`src/rtl/npk_pkg.sv`:
```
`timescale 1ns / 1ps
`default_nettype none
package npk_pkg;

   localparam int COORD_W        = 24;
   localparam int DIST_W         = 49;
   localparam int IMAGE_W        = 8;
   localparam int SOUND_W        = 16;
   localparam int SLOT_W         = 6;
   localparam int FILL_W         = 7;
   localparam int CSR_IDX_W      = 1;
   localparam int ENTRY_W        = 2 * COORD_W + DIST_W + IMAGE_W + SOUND_W + 1;
   localparam int MAX_POINTS_DEF = 64;

   localparam logic [CSR_IDX_W-1:0] CSR_CENTER_X = 1'd0;
   localparam logic [CSR_IDX_W-1:0] CSR_CENTER_Y = 1'd1;

   localparam logic OP_INSERT = 1'b0;
   localparam logic OP_READ   = 1'b1;

   typedef struct packed {
      logic capture;
      logic append;
      logic replace;
      logic scan_step;
      logic load_rsp;
   } npk_cmd_type;

   typedef struct packed {
      logic op_read;
      logic room;
      logic nearer;
      logic scan_done;
   } npk_status_type;

endpackage
`default_nettype wire

```
`src/rtl/npk_ctrl.sv`:
```
`timescale 1ns / 1ps
`default_nettype none
module npk_ctrl
   import npk_pkg::*;
(
   input  wire logic           clock,
   input  wire logic           reset,
   input  wire logic           start,
   output logic                busy,
   output logic                rsp_valid,
   input  wire npk_status_type status,
   output npk_cmd_type         cmd
);

   localparam logic [2:0] ST_IDLE    = 3'd0;
   localparam logic [2:0] ST_DIST1   = 3'd1;
   localparam logic [2:0] ST_DIST2   = 3'd2;
   localparam logic [2:0] ST_DIST3   = 3'd3;
   localparam logic [2:0] ST_DECIDE  = 3'd4;
   localparam logic [2:0] ST_SCAN    = 3'd5;
   localparam logic [2:0] ST_RD_WAIT = 3'd6;
   localparam logic [2:0] ST_RESP    = 3'd7;

   logic [2:0] state_ff, state_in;
   logic       rsp_valid_ff;

   always_comb begin
      state_in = state_ff;
      cmd      = '0;
      unique case (state_ff)
         ST_IDLE: begin
            if (start) begin
               cmd.capture = 1'b1;
               state_in    = ST_DIST1;
            end
         end
         ST_DIST1: begin
            state_in = status.op_read ? ST_RD_WAIT : ST_DIST2;
         end
         ST_DIST2: begin
            state_in = ST_DIST3;
         end
         ST_DIST3: begin
            state_in = ST_DECIDE;
         end
         ST_DECIDE: begin
            if (status.room) begin
               cmd.append = 1'b1;
               state_in   = ST_RESP;
            end else if (status.nearer) begin
               cmd.replace = 1'b1;
               state_in    = ST_SCAN;
            end else begin
               state_in = ST_RESP;
            end
         end
         ST_SCAN: begin
            cmd.scan_step = 1'b1;
            if (status.scan_done) begin
               state_in = ST_RESP;
            end
         end
         ST_RD_WAIT: begin
            cmd.load_rsp = 1'b1;
            state_in     = ST_IDLE;
         end
         ST_RESP: begin
            cmd.load_rsp = 1'b1;
            state_in     = ST_IDLE;
         end
         default: begin
            state_in = ST_IDLE;
         end
      endcase
   end

   always_ff @(posedge clock) begin
      if (reset) begin
         state_ff     <= ST_IDLE;
         rsp_valid_ff <= 1'b0;
      end else begin
         state_ff     <= state_in;
         rsp_valid_ff <= cmd.load_rsp;
      end
   end

   assign busy      = (state_ff != ST_IDLE);
   assign rsp_valid = rsp_valid_ff;

endmodule
`default_nettype wire

```
`config.mk`:
```
export PLATFORM = sky130hd
export DESIGN_NAME = npk_ctrl
export DESIGN_NICKNAME = d
export VERILOG_FILES = /design/src/rtl/npk_pkg.sv /design/src/rtl/npk_ctrl.sv
export SDC_FILE = /design/constraint.sdc
export NUM_CORES = 1
export LEC_CHECK = 0
export BUFFER_PORTS_ARGS = -buffer_cell sky130_fd_sc_hd__buf_2
export CAP_MARGIN = 20
export CORE_AREA = 2 2 39 41
export CTS_BUF_LIST = sky130_fd_sc_hd__clkbuf_2
export DETAILED_ROUTE_END_ITERATION = 8
export DIE_AREA = 0 0 41 43
export PLACE_DENSITY = 0.37
export RECOVER_POWER = 100
export SYNTH_ARGS = -nofsm -noshare
export SYNTH_HDL_FRONTEND = slang
export SYNTH_SLANG_ARGS = --single-unit
export TNS_END_PERCENT = 50
```
`constraint.sdc`:
```
create_clock -name clock -period 1 [get_ports clock]
set_input_delay 0.1 -clock clock [delete_from_list [all_inputs] [get_ports clock]]
set_output_delay 0.1 -clock clock [all_outputs]
set_load 0.01 [all_outputs]
```
==> flow_summary.yaml, run 1 <==
worst_setup_path:
  endpoint_kind: "flop"
  startpoint: "state_ff[2]"
  endpoint: "state_ff[1]"
  cp_cell_sequence: "buf_4 -> buf_4 -> a211o_2 -> and3_1"
  cp_slowest_cell: "dfxtp_4"
  cp.required_ns: 1.08
  critical_path.max_stage_delay_ns: 0.35
  rrSetupSlack_ns: -0.16
  worstSetupStartpointType: "flop"
  worstSetupPathType: "flop to flop"
  path_max_fanout: 4
  crit_top_cell: "buf_4"
  crit-reg2reg-launch: "state_ff[2]"
  arrival_ns: 1.24
  r2r_cells: 4
  r2r_end: "state_ff[1]"
synthesis:
  syn-num-nets: 33
  synthTopCellsByArea: "dfxtp_1, a221oi_2, inv_1"
  ys_warn_count: 0
  syn-instance-count: 26
  synth_top_area_share: 0.3516
  synth_area_per_cell_um2: 8.758
  seq_area_frac_synth: 0.3516
  ys_ff_latch: 4
  netlist_area_um2: 227.7
  synth_top_cell_by_area: "dfxtp_1"
  ys_types: 18
power_and_ir_drop:
  p_comb_frac: 0.372
  ir_drop_v: 0.0004836
  swShare: 0.3196
  seq_power_share: 0.377
  clkPwrFrac: 0.250
  cell_internal_pwr_mw: 0.3828
  leakagePower_nw: 0.2076
  power.density_nw_per_um2: 1342
  switchingPower_mw: 0.1798
timing:
  slew_viol_final: 0
  max_freq_ghz: 0.8633
  finalCritPeriodShare: 1.158
  setup_slack_ns: -0.1583
  finalSetupTns_ns: -0.6718
  setup_viol: 6
  period_minus_slack_ns: 1.158
  hold_viol: 0
  rsz0062_at_grt: "true"
  fin_skew_ns: 0.005490
  tightest_slew_ns: 0.1812
  slew_headroom: 0.8782
layout:
  area_delta_synth_final_pct: 84.07
  antenna_cells: 0
  final_cell_mix: "buf_2, buf_4, inv_1, clkbuf_2"
  fillCellCount: 152
  drive_gt1_frac: 0.6875
  fin_cells: 64
  layout_commonest_cell: "buf_2"
  final_nets: 57
floorplan:
  die_width_um: 41
  start_util: 0.1646
  die_h_um: 43
  dieArea_um2: 1763
  fp.coreArea_um2: 1384
  pin_count: 14
  std_cell_rows: 14
min_path:
  hp-class: "input port to flop"
drt:
  firstDrtPassIters: 1
  drt_wl_total_um: 613
  drt-vias-per-instance: 4.047
  wl_per_cell_um: 9.578
  antenna_left: 0
  drc_errors: 0
  drt_iter0_drc: 0
  num_vias: 259
global_routing:
  grt_pass1_vias: 270
  grt_max_degree: 9
  grt_overflow: 0
  antenna_found_initial: 0
  grt_pass1_wl_um: 1069
  grtUsageTotal: 0.08936
placed_design:
  place.gp.congestion: 0.6466
  hpwl_um: 421.6
  place_inst: 57
  portBuffers: 13
clock_network:
  cts-root-buf: "clkbuf_2"
  holdBufCountCts: 0
  cts_sinks: 4
  htree_num_levels: 1
  clk_pin_slew_ns: 0.05
  clock_latency_ns: 0.20
  cts_tree: "yes"
  cts_max_path_buffers: 2
  cts_buffers: 3
run_status:
  outcome: "finished, violations left"
  violations: "setup timing"
run:
  maxCapViolations: 0
what timing repair did:
item	in CTS	in global routing
endpoints found under the hold margin	0	0
buffers inserted	4	0
gates cloned	0	0
setup endpoints to repair	7	7
resized for setup	9	4
pin swaps	1	0
Yosys cell counts:
master	instances
and2_2	1
a21oi_1	2
dfxtp_1	4
and3b_4	1
o21bai_1	1
o21ai_0	2
or2_1	1
nor3_1	1
and3_1	1
inv_1	4
nand2b_1	1
nor4b_1	1
nor2b_1	1
nor2_1	1
buf_6	1
a211o_2	1
a221oi_2	1
nor4_1	1
flip-flops by register name, summed over array words and instances, names as in the netlist:
register	cells
rsp_valid	1
state_ff	3
through the flow:
step / worst slack (ns) / hold WS [ns] / utilization / area, µm² / power (mW)
3_5_place_dp: -0.06815 / 0.3123 / 0.2342 / 324.1 / 0.3450
6_report: -0.1583 / 0.1012 / 0.3029 / 419.2 / 0.5626
5_1_grt: -0.1958 / 0.1068 / 0.3029 / 419.2 / 0.5965
2_1_floorplan: -0.04985 / 0.1716 / - / 227.7 / 0.2887
4_1_cts: -0.1417 / 0.08703 / 0.2893 / 400.4 / 0.5519
3_3_place_gp: -0.05773 / 0.3162 / 0.2342 / 324.1 / 0.3467
metal layers:
metal	GRT usage	vias up	part of all wire
met2	0.1438	7	0.51
met4	0.04000	0	0
met5	0	-	0
met3	0.03141	0	0.065
met1	0.09968	117	0.43
li1	-	135	-
area by class of cell:
type / instances / area, µm² / area share
inverter: 4 / 15.01 / 0.03582
clock buffer: 3 / 15.01 / 0.03582
multi-input combinational: 17 / 153.9 / 0.3672
timing repair buffer: 20 / 126.4 / 0.3015
sequential: 4 / 88.84 / 0.2119
tap: 16 / 20.02 / 0.04776
critical path: cells and delay by family, from the launching register on:
| family | cells | cell delay (ns) |
|---|---|---|
| AOI/OAI and AO/OA | 1 | 0.28 |
| and+or+nand+nor | 1 | 0.14 |
| DFF | 1 | 0.35 |
| buffers and inverters | 2 | 0.25 |
power groups by stage:
stage	clock network [mW]	logic (mW)	registers (mW)
2_1_floorplan	0	0.0960	0.193
3_3_place_gp	0	0.148	0.199
3_5_place_dp	0	0.146	0.199
4_1_cts	0.153	0.195	0.204
5_1_grt	0.151	0.230	0.215
6_report	0.141	0.210	0.212
worst min-delay path by stage:
stage	start	endpoint	slack (ns)	depth (start not counted)
2_1_floorplan	reset	rsp_valid	0.17	1
3_3_place_gp	reset	rsp_valid	0.32	2
3_5_place_dp	reset	rsp_valid	0.31	2
4_1_cts	reset	rsp_valid	0.09	2
5_1_grt	reset	rsp_valid	0.11	2
6_report	reset	rsp_valid	0.10	2
cells by family after synthesis:
| family | synth area share |
|---|---|
| AND/OR/NAND/NOR | 0.3023 |
| AO/OA/AOI/OAI | 0.2308 |
| flip-flops | 0.3517 |
| buffers and inverters | 0.1154 |
No activity file was read; power rests on OpenSTA's default activity.
==> run 2, diff against run 1 <==
--- a/config.mk
+++ b/config.mk
@@ -13,6 +13,7 @@
 export DIE_AREA = 0 0 41 43
 export PLACE_DENSITY = 0.37
 export RECOVER_POWER = 100
+export SKIP_LAST_GASP = 1
 export SYNTH_ARGS = -nofsm -noshare
 export SYNTH_HDL_FRONTEND = slang
 export SYNTH_SLANG_ARGS = --single-unit
==> run 2 against run 1 <==
  * The run still ends with setup timing left
  * Clock power hardly changed
  * Die area stayed put
  * Sequential power hardly changed
  * Critical path type unchanged
==> flow_summary.yaml, run 2 (synthesis gave the netlist of run 1 again) <==
drt:
  firstDrtPassIters: 1
  drt_wl_total_um: 607
  drc_errors: 0
  antenna_left: 0
  drt_iter0_drc: 0
  num_vias: 259
  drt-vias-per-instance: 4.047
  wl_per_cell_um: 9.484
floorplan:
  dieArea_um2: 1763
  start_util: 0.1646
  die_h_um: 43
  pin_count: 14
  die_width_um: 41
  fp.coreArea_um2: 1384
  std_cell_rows: 14
layout:
  top_register: "state_ff"
  antenna_cells: 0
  drive_gt1_frac: 0.6875
  final_cell_mix: "buf_2, buf_4, inv_1, clkbuf_2"
  area_delta_synth_final_pct: 81.32
  largest_reg_flops: 3
  layout_commonest_cell: "buf_2"
  fin_util: 0.2984
  final_nets: 57
timing:
  slew_viol_final: 0
  hold_viol: 0
  rsz0062_at_grt: "true"
  setup_viol: 6
  hold_ws_ns: 0.1012
  max_freq_ghz: 0.8633
  finalCritPeriodShare: 1.158
  fin_skew_ns: 0.005490
  period_minus_slack_ns: 1.158
  tightest_slew_ns: 0.1812
  setup_slack_ns: -0.1583
  slew_headroom: 0.8782
power_and_ir_drop:
  power.density_nw_per_um2: 1356
  seq_power_share: 0.379
  ir_drop_v: 0.0004740
  leakagePower_nw: 0.2070
  switchingPower_mw: 0.1786
  swShare: 0.3192
  p_comb_frac: 0.369
  clkPwrFrac: 0.252
  power_mw: 0.5597
  cell_internal_pwr_mw: 0.3811
placed_design:
  place_ws_ns: -0.06815
  portBuffers: 13
  place.gp.congestion: 0.6466
  hpwl_um: 421.6
global_routing:
  grt_pass1_vias: 270
  grtUsageTotal: 0.08936
  grt_pass1_wl_um: 1069
  antenna_found_initial: 0
  grt_overflow: 0
  grt_max_degree: 9
clock_network:
  cts_max_path_buffers: 2
  cts-root-buf: "clkbuf_2"
  htree_num_levels: 1
  clock_latency_ns: 0.20
  clk_pin_slew_ns: 0.05
  cts_buffers: 3
  cts_tree: "yes"
  cts_sinks: 4
worst_setup_path:
  path_max_fanout: 4
  worstSetupPathType: "flop to flop"
  critPathBufInv: 2
  arrival_ns: 1.24
  path_delay_family: "flip-flops"
  cp_cell_sequence: "buf_4 -> buf_4 -> a211o_2 -> and3_1"
  worstSetupStartpointType: "flop"
  crit_top_cell: "buf_4"
  endpoint_kind: "flop"
  worst-path-stages: 4
  critical_path.max_stage_delay_ns: 0.35
  cp.required_ns: 1.08
  r2r_cells: 4
  cp_slowest_cell: "dfxtp_4"
min_path:
  hold_depth: 2
  hp-class: "input port to flop"
run_status:
  violations: "setup timing"
  outcome: "finished, violations left"
run:
  maxCapViolations: 0
==> run 2: cell count changes in the layout (fill, tap and decap cells not counted) <==
cell and change:
buf_2 +1, buf_6 -1
==> run 2: layout make-up <==
type / count / area (µm²)
inverter: 4 / 15.01
fill: 153 / 970.9
multi-input combinational: 17 / 153.9
tap: 16 / 20.02
timing repair buffer: 20 / 120.1
clock buffer: 3 / 15.01
sequential: 4 / 88.84
==> run 2: per-stage QoR <==
stage | TNS, ns | instances | area, µm²
5_1_grt | -1.002 | 64 | 412.9
3_3_place_gp | -0.1451 | 57 | 324.1
6_report | -0.6594 | 64 | 412.9
2_1_floorplan | -0.1058 | 26 | 227.7
4_1_cts | -0.7086 | 64 | 394.1
3_5_place_dp | -0.1539 | 57 | 324.1
==> run 2: path summary, 6_finish.rpt <==
kind | to | slack, ns | from
max | state_ff[1] | -0.16 | state_ff[2]
min | rsp_valid | 0.10 | reset
max reg2reg | state_ff[1] | -0.16 | state_ff[2]
min reg2reg | state_ff[2] | 0.56 | state_ff[0]
==> run 2: repair_timing <==
item / CTS / global route
setup buffers: 4 / 0
setup endpoints to repair: 7 / 7
pin swaps: 1 / 0
hold buffers: 0 / 0
resized for setup: 8 / 4
==> run 2: per-layer routing <==
layer,up-vias,global-route usage,wire length [µm]
li1,135,-,-
met4,0,0.04000,0
met2,7,0.1438,308
met5,-,0,0
met1,117,0.09968,256
met3,0,0.03141,42
==> run 2: power groups by stage <==
stage / Sequential (mW) / Clock [mW] / Combinational (mW)
after floorplan: 0.193 / 0 / 0.0960
after detailed placement: 0.199 / 0 / 0.146
after CTS: 0.204 / 0.153 / 0.193
after global routing: 0.215 / 0.151 / 0.228
after global placement: 0.199 / 0 / 0.148
final: 0.212 / 0.141 / 0.207
